===== config.mk =====
export PLATFORM = sky130hd
export DESIGN_NAME = json_string_unescape_core
export DESIGN_NICKNAME = d
export VERILOG_FILES = /design/src/rtl/jsu_pkg.sv /design/src/rtl/json_string_unescape_core.sv /design/src/rtl/jsu_decode.sv /design/src/rtl/jsu_drain.sv
export SDC_FILE = /design/constraint.sdc
export NUM_CORES = 1
export LEC_CHECK = 0
export ABC_AREA = 1
export BUFFER_PORTS_ARGS = -buffer_cell sky130_fd_sc_hd__buf_2
export CORE_MARGIN = 4
export CORE_UTILIZATION = 35
export DETAILED_ROUTE_END_ITERATION = 10
export GPL_ROUTABILITY_DRIVEN = 0
export SYNTH_ARGS = -nofsm -noshare
export SYNTH_HDL_FRONTEND = slang
export SYNTH_SLANG_ARGS = --single-unit
export TNS_END_PERCENT = 100

===== constraint.sdc =====
create_clock -name clock -period 24.4 [get_ports clock]
set_clock_uncertainty 0.2 [all_clocks]
set_input_delay 0 -clock clock [delete_from_list [all_inputs] [get_ports clock]]
set_output_delay 0 -clock clock [all_outputs]
set_load 0.01 [all_outputs]

===== src/rtl/jsu_pkg.sv =====
// ----------------------------------------------------------------------------
// jsu_pkg
// Shared types and constants for the JSON string unescape core: result
// kinds, the result record, the per-request result group and byte codes.
// ----------------------------------------------------------------------------
package jsu_pkg;

   // Most results that one request can cause: three UTF-8 bytes and a status
   localparam int unsigned MAX_RESULTS = 4;

   // Result kinds
   typedef enum logic [2:0] {
      KIND_BYTE  = 3'd0,
      KIND_QUOTE = 3'd1,
      KIND_EOT   = 3'd2,
      KIND_LIMIT = 3'd3,
      KIND_HEX   = 3'd4,
      KIND_NOQ   = 3'd5
   } kind_type;

   // One result as seen on the response channel
   typedef struct packed {
      logic [7:0]  out_byte;
      kind_type    kind;
      logic [10:0] length;
      logic        last;
   } result_type;

   // All results of one request, slot 0 first
   typedef struct packed {
      result_type [MAX_RESULTS-1:0] res;
      logic [2:0]                   cnt;
   } group_type;

   // Byte codes
   localparam logic [7:0] CHAR_NUL    = 8'h00;
   localparam logic [7:0] CHAR_QUOTE  = 8'h22;
   localparam logic [7:0] CHAR_BSLASH = 8'h5C;
   localparam logic [7:0] CHAR_U      = 8'h75;
   localparam logic [7:0] CHAR_N      = 8'h6E;
   localparam logic [7:0] CHAR_T      = 8'h74;
   localparam logic [7:0] CHAR_R      = 8'h72;
   localparam logic [7:0] CHAR_B      = 8'h62;
   localparam logic [7:0] CHAR_F      = 8'h66;
   localparam logic [7:0] CTRL_LF     = 8'h0A;
   localparam logic [7:0] CTRL_TAB    = 8'h09;
   localparam logic [7:0] CTRL_CR     = 8'h0D;
   localparam logic [7:0] CTRL_BS     = 8'h08;
   localparam logic [7:0] CTRL_FF     = 8'h0C;

   // UTF-8 encoding constants
   localparam logic [15:0] UTF8_LIM1  = 16'h0080;
   localparam logic [15:0] UTF8_LIM2  = 16'h0800;
   localparam logic [7:0]  UTF8_LEAD2 = 8'hC0;
   localparam logic [7:0]  UTF8_LEAD3 = 8'hE0;
   localparam logic [7:0]  UTF8_CONT  = 8'h80;

   localparam logic [10:0] MAX_LENGTH_RESET = 11'd512;

   // Hex digit decode: {valid, value}
   function automatic logic [4:0] hex_value(input logic [7:0] c);
      logic [4:0] r;
      r = 5'd0;
      if (c inside {[8'h30:8'h39]}) begin
         r = {1'b1, 4'(c - 8'h30)};
      end else if (c inside {[8'h61:8'h66]}) begin
         r = {1'b1, 4'(c - 8'h57)};
      end else if (c inside {[8'h41:8'h46]}) begin
         r = {1'b1, 4'(c - 8'h37)};
      end
      return r;
   endfunction

endpackage


===== src/rtl/json_string_unescape_core.sv =====
// ----------------------------------------------------------------------------
// json_string_unescape_core
// JSON string literal unescaper: one text byte per request, decoded string
// bytes and end/error status as responses.
//
//   channel  | direction | payload
//   ---------+-----------+--------------------------------------------
//   req      | in        | in_byte, start_of_string
//   rsp      | out       | out_byte, kind, length, last
//   csr      | in        | max_length (write only, no handshake)
//
// A request is decoded in the cycle it is accepted; its first response is
// valid the next cycle. A request causes 0 to 4 responses, drained from the
// result register one per cycle while rsp_ready is high; requests with 0 or
// 1 responses go one per cycle unstalled; more hold the next until drained.
// Synchronous active-high reset clears the scanner state and sets
// max_length to 512. req_ready is high while the result register is empty
// or its one remaining response leaves in the same cycle; a stalled
// response holds it low.
// ----------------------------------------------------------------------------
module json_string_unescape_core (
   input  logic        clock,
   input  logic        reset,
   input  logic        req_valid,
   output logic        req_ready,
   input  logic [7:0]  req_in_byte,
   input  logic        req_start_of_string,
   output logic        rsp_valid,
   input  logic        rsp_ready,
   output logic [7:0]  rsp_out_byte,
   output logic [2:0]  rsp_kind,
   output logic [10:0] rsp_length,
   output logic        rsp_last,
   input  logic        csr_wr_en,
   input  logic [10:0] csr_wr_data
);

   jsu_pkg::group_type  group;
   jsu_pkg::result_type rsp_result;
   logic                accept;

   assign accept = req_valid && req_ready;

   // Decode stage
   jsu_decode u_decode (
      .clock           (clock),
      .reset           (reset),
      .accept          (accept),
      .in_byte         (req_in_byte),
      .start_of_string (req_start_of_string),
      .csr_wr_en       (csr_wr_en),
      .csr_wr_data     (csr_wr_data),
      .group           (group)
   );

   // Result register
   jsu_drain u_drain (
      .clock      (clock),
      .reset      (reset),
      .group      (group),
      .can_load   (req_ready),
      .rsp_valid  (rsp_valid),
      .rsp_ready  (rsp_ready),
      .rsp_result (rsp_result)
   );

   assign rsp_out_byte = rsp_result.out_byte;
   assign rsp_kind     = 3'(rsp_result.kind);
   assign rsp_length   = rsp_result.length;
   assign rsp_last     = rsp_result.last;

endmodule


===== src/rtl/jsu_decode.sv =====
// ----------------------------------------------------------------------------
// jsu_decode
// Scanner state and byte decode. Holds mode, escape progress, code point,
// decoded count and the length limit; forms the result group of each
// accepted request in one pass.
// ----------------------------------------------------------------------------
module jsu_decode (
   input  logic                clock,
   input  logic                reset,
   input  logic                accept,
   input  logic [7:0]          in_byte,
   input  logic                start_of_string,
   input  logic                csr_wr_en,
   input  logic [10:0]         csr_wr_data,
   output jsu_pkg::group_type  group
);

   typedef enum logic [1:0] {
      MODE_IDLE = 2'd0,
      MODE_STR  = 2'd1,
      MODE_ESC  = 2'd2,
      MODE_HEX  = 2'd3
   } mode_type;

   mode_type    mode_ff, mode_in;
   logic [1:0]  hex_seen_ff, hex_seen_in;
   logic [15:0] code_point_ff, code_point_in;
   logic [10:0] byte_count_ff, byte_count_in;
   logic [10:0] max_length_ff;

   logic        put_char;
   logic [7:0]  cbytes [4];
   logic [2:0]  ccnt;
   logic        eot_tail;
   logic [4:0]  hexd;
   logic [15:0] cp;
   logic [11:0] c_sum;
   logic        limit_hit;
   logic        tail;
   logic [2:0]  n_res;
   jsu_pkg::result_type single;
   logic        single_valid;

   // Byte decode and next state
   always_comb begin
      mode_in       = mode_ff;
      hex_seen_in   = hex_seen_ff;
      code_point_in = code_point_ff;
      byte_count_in = byte_count_ff;
      put_char      = 1'b0;
      eot_tail      = 1'b0;
      ccnt          = 3'd1;
      cbytes[0]     = in_byte;
      cbytes[1]     = 8'd0;
      cbytes[2]     = 8'd0;
      cbytes[3]     = 8'd0;
      single        = '0;
      single_valid  = 1'b0;
      hexd          = jsu_pkg::hex_value(in_byte);
      cp            = {code_point_ff[11:0], hexd[3:0]};

      if (start_of_string) begin
         hex_seen_in   = 2'd0;
         code_point_in = 16'd0;
         byte_count_in = 11'd0;
         if (in_byte == jsu_pkg::CHAR_QUOTE) begin
            mode_in = MODE_STR;
         end else begin
            mode_in      = MODE_IDLE;
            single_valid = 1'b1;
            single.kind  = jsu_pkg::KIND_NOQ;
         end
      end else begin
         case (mode_ff)
            MODE_STR: begin
               if (in_byte == jsu_pkg::CHAR_NUL) begin
                  single_valid  = 1'b1;
                  single.kind   = jsu_pkg::KIND_EOT;
                  single.length = byte_count_ff;
                  mode_in       = MODE_IDLE;
               end else if (in_byte == jsu_pkg::CHAR_QUOTE) begin
                  single_valid  = 1'b1;
                  single.kind   = jsu_pkg::KIND_QUOTE;
                  single.length = byte_count_ff;
                  mode_in       = MODE_IDLE;
               end else if (in_byte == jsu_pkg::CHAR_BSLASH) begin
                  mode_in = MODE_ESC;
               end else begin
                  put_char = 1'b1;
               end
            end
            MODE_ESC: begin
               if (in_byte == jsu_pkg::CHAR_NUL) begin
                  // dangling backslash is kept, then end of text or the limit status
                  put_char  = 1'b1;
                  eot_tail  = 1'b1;
                  cbytes[0] = jsu_pkg::CHAR_BSLASH;
               end else if (in_byte == jsu_pkg::CHAR_U) begin
                  mode_in       = MODE_HEX;
                  hex_seen_in   = 2'd0;
                  code_point_in = 16'd0;
               end else begin
                  put_char = 1'b1;
                  case (in_byte)
                     jsu_pkg::CHAR_N: cbytes[0] = jsu_pkg::CTRL_LF;
                     jsu_pkg::CHAR_T: cbytes[0] = jsu_pkg::CTRL_TAB;
                     jsu_pkg::CHAR_R: cbytes[0] = jsu_pkg::CTRL_CR;
                     jsu_pkg::CHAR_B: cbytes[0] = jsu_pkg::CTRL_BS;
                     jsu_pkg::CHAR_F: cbytes[0] = jsu_pkg::CTRL_FF;
                     default:         cbytes[0] = in_byte;
                  endcase
               end
            end
            MODE_HEX: begin
               if (!hexd[4]) begin
                  single_valid  = 1'b1;
                  single.kind   = jsu_pkg::KIND_HEX;
                  single.length = byte_count_ff;
                  mode_in       = MODE_IDLE;
                  hex_seen_in   = 2'd0;
                  code_point_in = 16'd0;
               end else if (hex_seen_ff != 2'd3) begin
                  code_point_in = cp;
                  hex_seen_in   = hex_seen_ff + 2'd1;
               end else begin
                  // fourth digit: encode code point as UTF-8
                  hex_seen_in   = 2'd0;
                  code_point_in = 16'd0;
                  put_char      = 1'b1;
                  if (cp < jsu_pkg::UTF8_LIM1) begin
                     cbytes[0] = cp[7:0];
                  end else if (cp < jsu_pkg::UTF8_LIM2) begin
                     ccnt      = 3'd2;
                     cbytes[0] = jsu_pkg::UTF8_LEAD2 | {3'd0, cp[10:6]};
                     cbytes[1] = jsu_pkg::UTF8_CONT | {2'd0, cp[5:0]};
                  end else begin
                     ccnt      = 3'd3;
                     cbytes[0] = jsu_pkg::UTF8_LEAD3 | {4'd0, cp[15:12]};
                     cbytes[1] = jsu_pkg::UTF8_CONT | {2'd0, cp[11:6]};
                     cbytes[2] = jsu_pkg::UTF8_CONT | {2'd0, cp[5:0]};
                  end
               end
            end
            default: begin
               // outside a string: byte ignored
            end
         endcase
      end

      // Length update and limit check after a whole character
      c_sum     = {1'b0, byte_count_ff} + {9'd0, ccnt};
      limit_hit = ({1'b0, c_sum} + 13'd1) >= {2'b00, max_length_ff};
      tail      = 1'b0;
      if (put_char) begin
         byte_count_in = c_sum[10:0];
         mode_in       = (limit_hit || eot_tail) ? MODE_IDLE : MODE_STR;
         tail          = limit_hit || eot_tail;
      end
   end

   // Result group assembly
   always_comb begin
      group = '0;
      if (put_char) begin
         n_res = ccnt + {2'd0, tail};
         for (int k = 0; k < jsu_pkg::MAX_RESULTS; k++) begin
            if (3'(k) < ccnt) begin
               group.res[k].out_byte = cbytes[k];
               group.res[k].kind     = jsu_pkg::KIND_BYTE;
               group.res[k].length   = byte_count_ff + 11'(k + 1);
            end else if (3'(k) == ccnt && tail) begin
               group.res[k].kind   = limit_hit ? jsu_pkg::KIND_LIMIT : jsu_pkg::KIND_EOT;
               group.res[k].length = c_sum[10:0];
            end
            group.res[k].last = (3'(k) == n_res - 3'd1);
         end
      end else begin
         n_res        = {2'd0, single_valid};
         group.res[0] = single;
         group.res[0].last = single_valid;
      end
      group.cnt = accept ? n_res : 3'd0;
   end

   // State registers
   always_ff @(posedge clock) begin
      if (reset) begin
         mode_ff       <= MODE_IDLE;
         hex_seen_ff   <= 2'd0;
         code_point_ff <= 16'd0;
         byte_count_ff <= 11'd0;
         max_length_ff <= jsu_pkg::MAX_LENGTH_RESET;
      end else begin
         if (accept) begin
            mode_ff       <= mode_in;
            hex_seen_ff   <= hex_seen_in;
            code_point_ff <= code_point_in;
            byte_count_ff <= byte_count_in;
         end
         if (csr_wr_en) begin
            max_length_ff <= csr_wr_data;
         end
      end
   end

endmodule


===== src/rtl/jsu_drain.sv =====
// ----------------------------------------------------------------------------
// jsu_drain
// Result register. Loads the result group of one request and presents it
// one result per cycle unless stalled; frees for the next group on last pop.
// ----------------------------------------------------------------------------
module jsu_drain (
   input  logic                clock,
   input  logic                reset,
   input  jsu_pkg::group_type  group,
   output logic                can_load,
   output logic                rsp_valid,
   input  logic                rsp_ready,
   output jsu_pkg::result_type rsp_result
);

   jsu_pkg::result_type [jsu_pkg::MAX_RESULTS-1:0] res_ff, res_in;
   logic [2:0] rem_ff, rem_in;
   logic       pop;

   assign rsp_valid  = (rem_ff != 3'd0);
   assign rsp_result = res_ff[0];
   assign pop        = rsp_valid && rsp_ready;
   // Free when empty or when the last held result leaves this cycle
   assign can_load   = (rem_ff == 3'd0) || ((rem_ff == 3'd1) && rsp_ready);

   // Next contents: new group wins over a shift
   always_comb begin
      res_in = res_ff;
      rem_in = rem_ff;
      if (pop) begin
         for (int k = 0; k < jsu_pkg::MAX_RESULTS - 1; k++) begin
            res_in[k] = res_ff[k+1];
         end
         rem_in = rem_ff - 3'd1;
      end
      if (group.cnt != 3'd0) begin
         res_in = group.res;
         rem_in = group.cnt;
      end
   end

   always_ff @(posedge clock) begin
      if (reset) begin
         rem_ff <= 3'd0;
      end else begin
         rem_ff <= rem_in;
      end
      res_ff <= res_in;
   end

endmodule


==> impl_metrics.toml <==
[clock_tree]
clkSinkCount = 120
post_cts_resized = 0
cts_max_level = 4
postCtsSetupBuffers = 0
cts-buffers-inserted = 17
tritoncts = "built"
cts.clk_slew.worst_paths_ns = 0.06
ctsLongestPathBuffers = 2
cts_root_buffer = "clkbuf_16"
insertion_delay_ns = 0.43

[finish]
area.growth.synth_to_final_pct = 15.91
nFillCells = 2168
multiInputGateArea_mm2 = 0.003699
diodes = 0
final_common_cell = "nand2_1"
final_cell_mix = "nand2_1, inv_1, nor2_1"
utilization = 0.4179
drive_above_1_share = 0.1341
num-nets-final = 1085
regArea_mm2 = 0.003193

[synth]
synth_sequential_area_ratio = 0.4148
netlist.area_leader.share = 0.3081
synth_area_per_cell_um2 = 7.904
ys_types = 52
postSynthNetCount = 1028
synthesis.area_mm2 = 0.007699
yosysWarnings = 0
synthArstFlopShare = 0
synth_ff_type = "edfxtp_1"
synth_fa_ha_area_frac = 0.04811
synth.area.mux_share = 0
synth_top_area_cell = "edfxtp_1"
synth-compound-area-share = 0.1281
synthXorXnorAreaFrac = 0.03966
synth-edff-count = 79
syn_inst = 974
ys_seq_elements = 120
synth_area_leaders = "edfxtp_1, nand2_1, dfxtp_1"
yosys.area_share.simple = 0.2646
synth_top_family_by_area = "simple AND/OR/NAND/NOR gates"

[global_route]
grt_pass1_wl_um = 33500
grt_overflow = 0
antenna_found_initial = 0
grt_pass1_vias = 6354
grt_usage = 0.1721
grt_max_degree = 65

[setup_path]
timing.rr.end = "u_drain.res_ff[59]"
worstPathArrival_ns = 8.43
r2r_slack_ns = 15.95
path_class = "in2reg"
crit_path_top_delay_cell = "inv_2"
required_ns = 24.34
endpoint_kind = "register"
cp-start-kind = "input pin"
crit_start = "req_in_byte[7]"
reg2reg_depth = 39
r2r-start = "u_decode.code_point_ff[9]"
crit_path_end = "u_drain.res_ff[59]"
slowest_delay_ns = 0.88
critPathMaxFanout = 57

[route]
wl_per_cell_um = 15.70
routed-via-count = 6812
dr.first_iter.drc_count = 608
wl_um = 20700
firstDrtPassIters = 6
ant_nets = 0
drc = 0
via_per_inst = 5.165

[die]
num_rows = 53
die_x_um = 156.3
die_h_um = 156.3
design.die.area_mm2 = 0.02443
start_util = 0.3605
num_io_pins = 50
core_mm2 = 0.02135

[timing]
period_share = 0.3477
max_freq_mhz = 117.9
hold_ws_ns = 0.03487
rsz0062_at_grt = "false"
max_slew.worst_pin.slew_ns = 0.9126
setup_tns_ns = 0
slew_violations = 0
hold_viol = 0
setup_viol = 0
max-slew-margin-rel = 0.3893
finalCriticalPeriod_ns = 8.484

[worst_hold_path]
hp-class = "in2reg"

[outcome]
status = "complete, no violations"

[power]
power_mw = 0.7932
ir_drop_mv = 0.04600
p_leak_nw = 3.829
cellPowerDensity_mw_per_mm2 = 88.89

[placed_design]
dp_hpwl_um = 14860
numPortBuffers = 49

[job]
cap_viol_max_count = 0
==> worst min path at each step <==
| stage | startpoint | to | slack, ns | depth (start not counted) |
|---|---|---|---|---|
| 2_1_floorplan | csr_wr_en | u_decode.max_length_ff[9] | -0.09 | 1 |
| 3_3_place_gp | csr_wr_data[9] | u_decode.max_length_ff[9] | 0.03 | 3 |
| 3_5_place_dp | csr_wr_data[9] | u_decode.max_length_ff[9] | 0.02 | 3 |
| 4_1_cts | req_in_byte[5] | u_drain.rsp_result[20] | 0.01 | 3 |
| 5_1_grt | req_in_byte[5] | u_drain.rsp_result[20] | 0.06 | 3 |
| 6_report | req_in_byte[5] | u_drain.rsp_result[20] | 0.03 | 3 |
==> cell families (layout without fill, tap and decap cells) <==
| group | count (synthesis) | in the layout |
|---|---|---|
| xor gates and xnor gates | 34 | 34 |
| buffers and inverters | 170 | 240 |
| AOI/OAI and AO/OA | 170 | 170 |
| DFF | 120 | 120 |
| adders and majority gates | 29 | 29 |
| and+or+nand+nor | 451 | 451 |
==> per-stage QoR <==
step           setup slack (ns)  instance area [um^2]  cells
5_1_grt                   15.03                  8924   1319
4_1_cts                   16.02                  8924   1319
3_5_place_dp              16.00                  7926   1244
2_1_floorplan             16.26                  7699    974
3_3_place_gp              16.13                  7926   1244
6_report                  15.92                  8924   1319
==> state kept, by name, summed over array words and instances (netlist names) <==
register and flops:
u_drain.res_ff 56, u_decode.byte_count_ff 11, u_drain.rsp_result 23, u_drain.rem_ff 3
u_decode.code_point_ff 12, u_decode.mode_ff 2, u_decode.hex_seen_ff 2, u_decode.max_length_ff 11
==> cell type report <==
class / count / share of cell area
Clock buffer: 17 / 0.04767
Clock inverter: 15 / 0.01584
Inverter: 114 / 0.04823
Multi-Input combinational cell: 684 / 0.4145
Sequential cell: 120 / 0.3578
Tap cell: 275 / 0.03856
Timing Repair Buffer: 94 / 0.07740
==> critical path: cells and delay by family <==
kind / cells / cell delay, ns
fa+ha+maj: 6 / 1.89
xor+xnor: 1 / 0.18
buf+inv: 9 / 2.16
compound gates: 4 / 0.50
simple gates: 21 / 3.65
==> power by group <==
group	switching (mW)	leakage, nW	total (mW)	internal (mW)
Sequential	0.0220	1.10	0.327	0.305
Combinational	0.152	2.46	0.223	0.0709
Clock	0.101	0.273	0.243	0.142
==> metal layers <==
| metal | wire length (um) | up-vias | track usage |
|---|---|---|---|
| met5 | 0 | - | 0 |
| met4 | 401 | 0 | 0.05868 |
| met3 | 1732 | 36 | 0.04259 |
| met2 | 8481 | 285 | 0.2383 |
| met1 | 10090 | 3133 | 0.2594 |
| li1 | - | 3358 | - |
==> Yosys cell counts, types with 3 or more instances <==
cell and instances:
nor2_2 15, nand2_4 4, buf_2 9, buf_6 5, nand4_1 27, inv_2 13, inv_1 99, xnor2_1 5
nand2_2 13, a21oi_1 47, a31oi_1 3, dfxtp_1 41, nor2_1 87, o32ai_1 8, o211ai_1 3, a22oi_1 12
nand3_1 37, nor3_1 9, a211oi_1 7, o21ai_0 67, ha_1 28, o22ai_1 10, nand2_1 245, xor2_1 28
edfxtp_1 79, buf_4 28, clkbuf_1 11
==> what timing repair did <==
action,in CTS,in global routing
hold endpoints to repair,44,0
hold buffers,43,0
setup endpoints to repair,0,0
(Power assumes the default switching activity.)
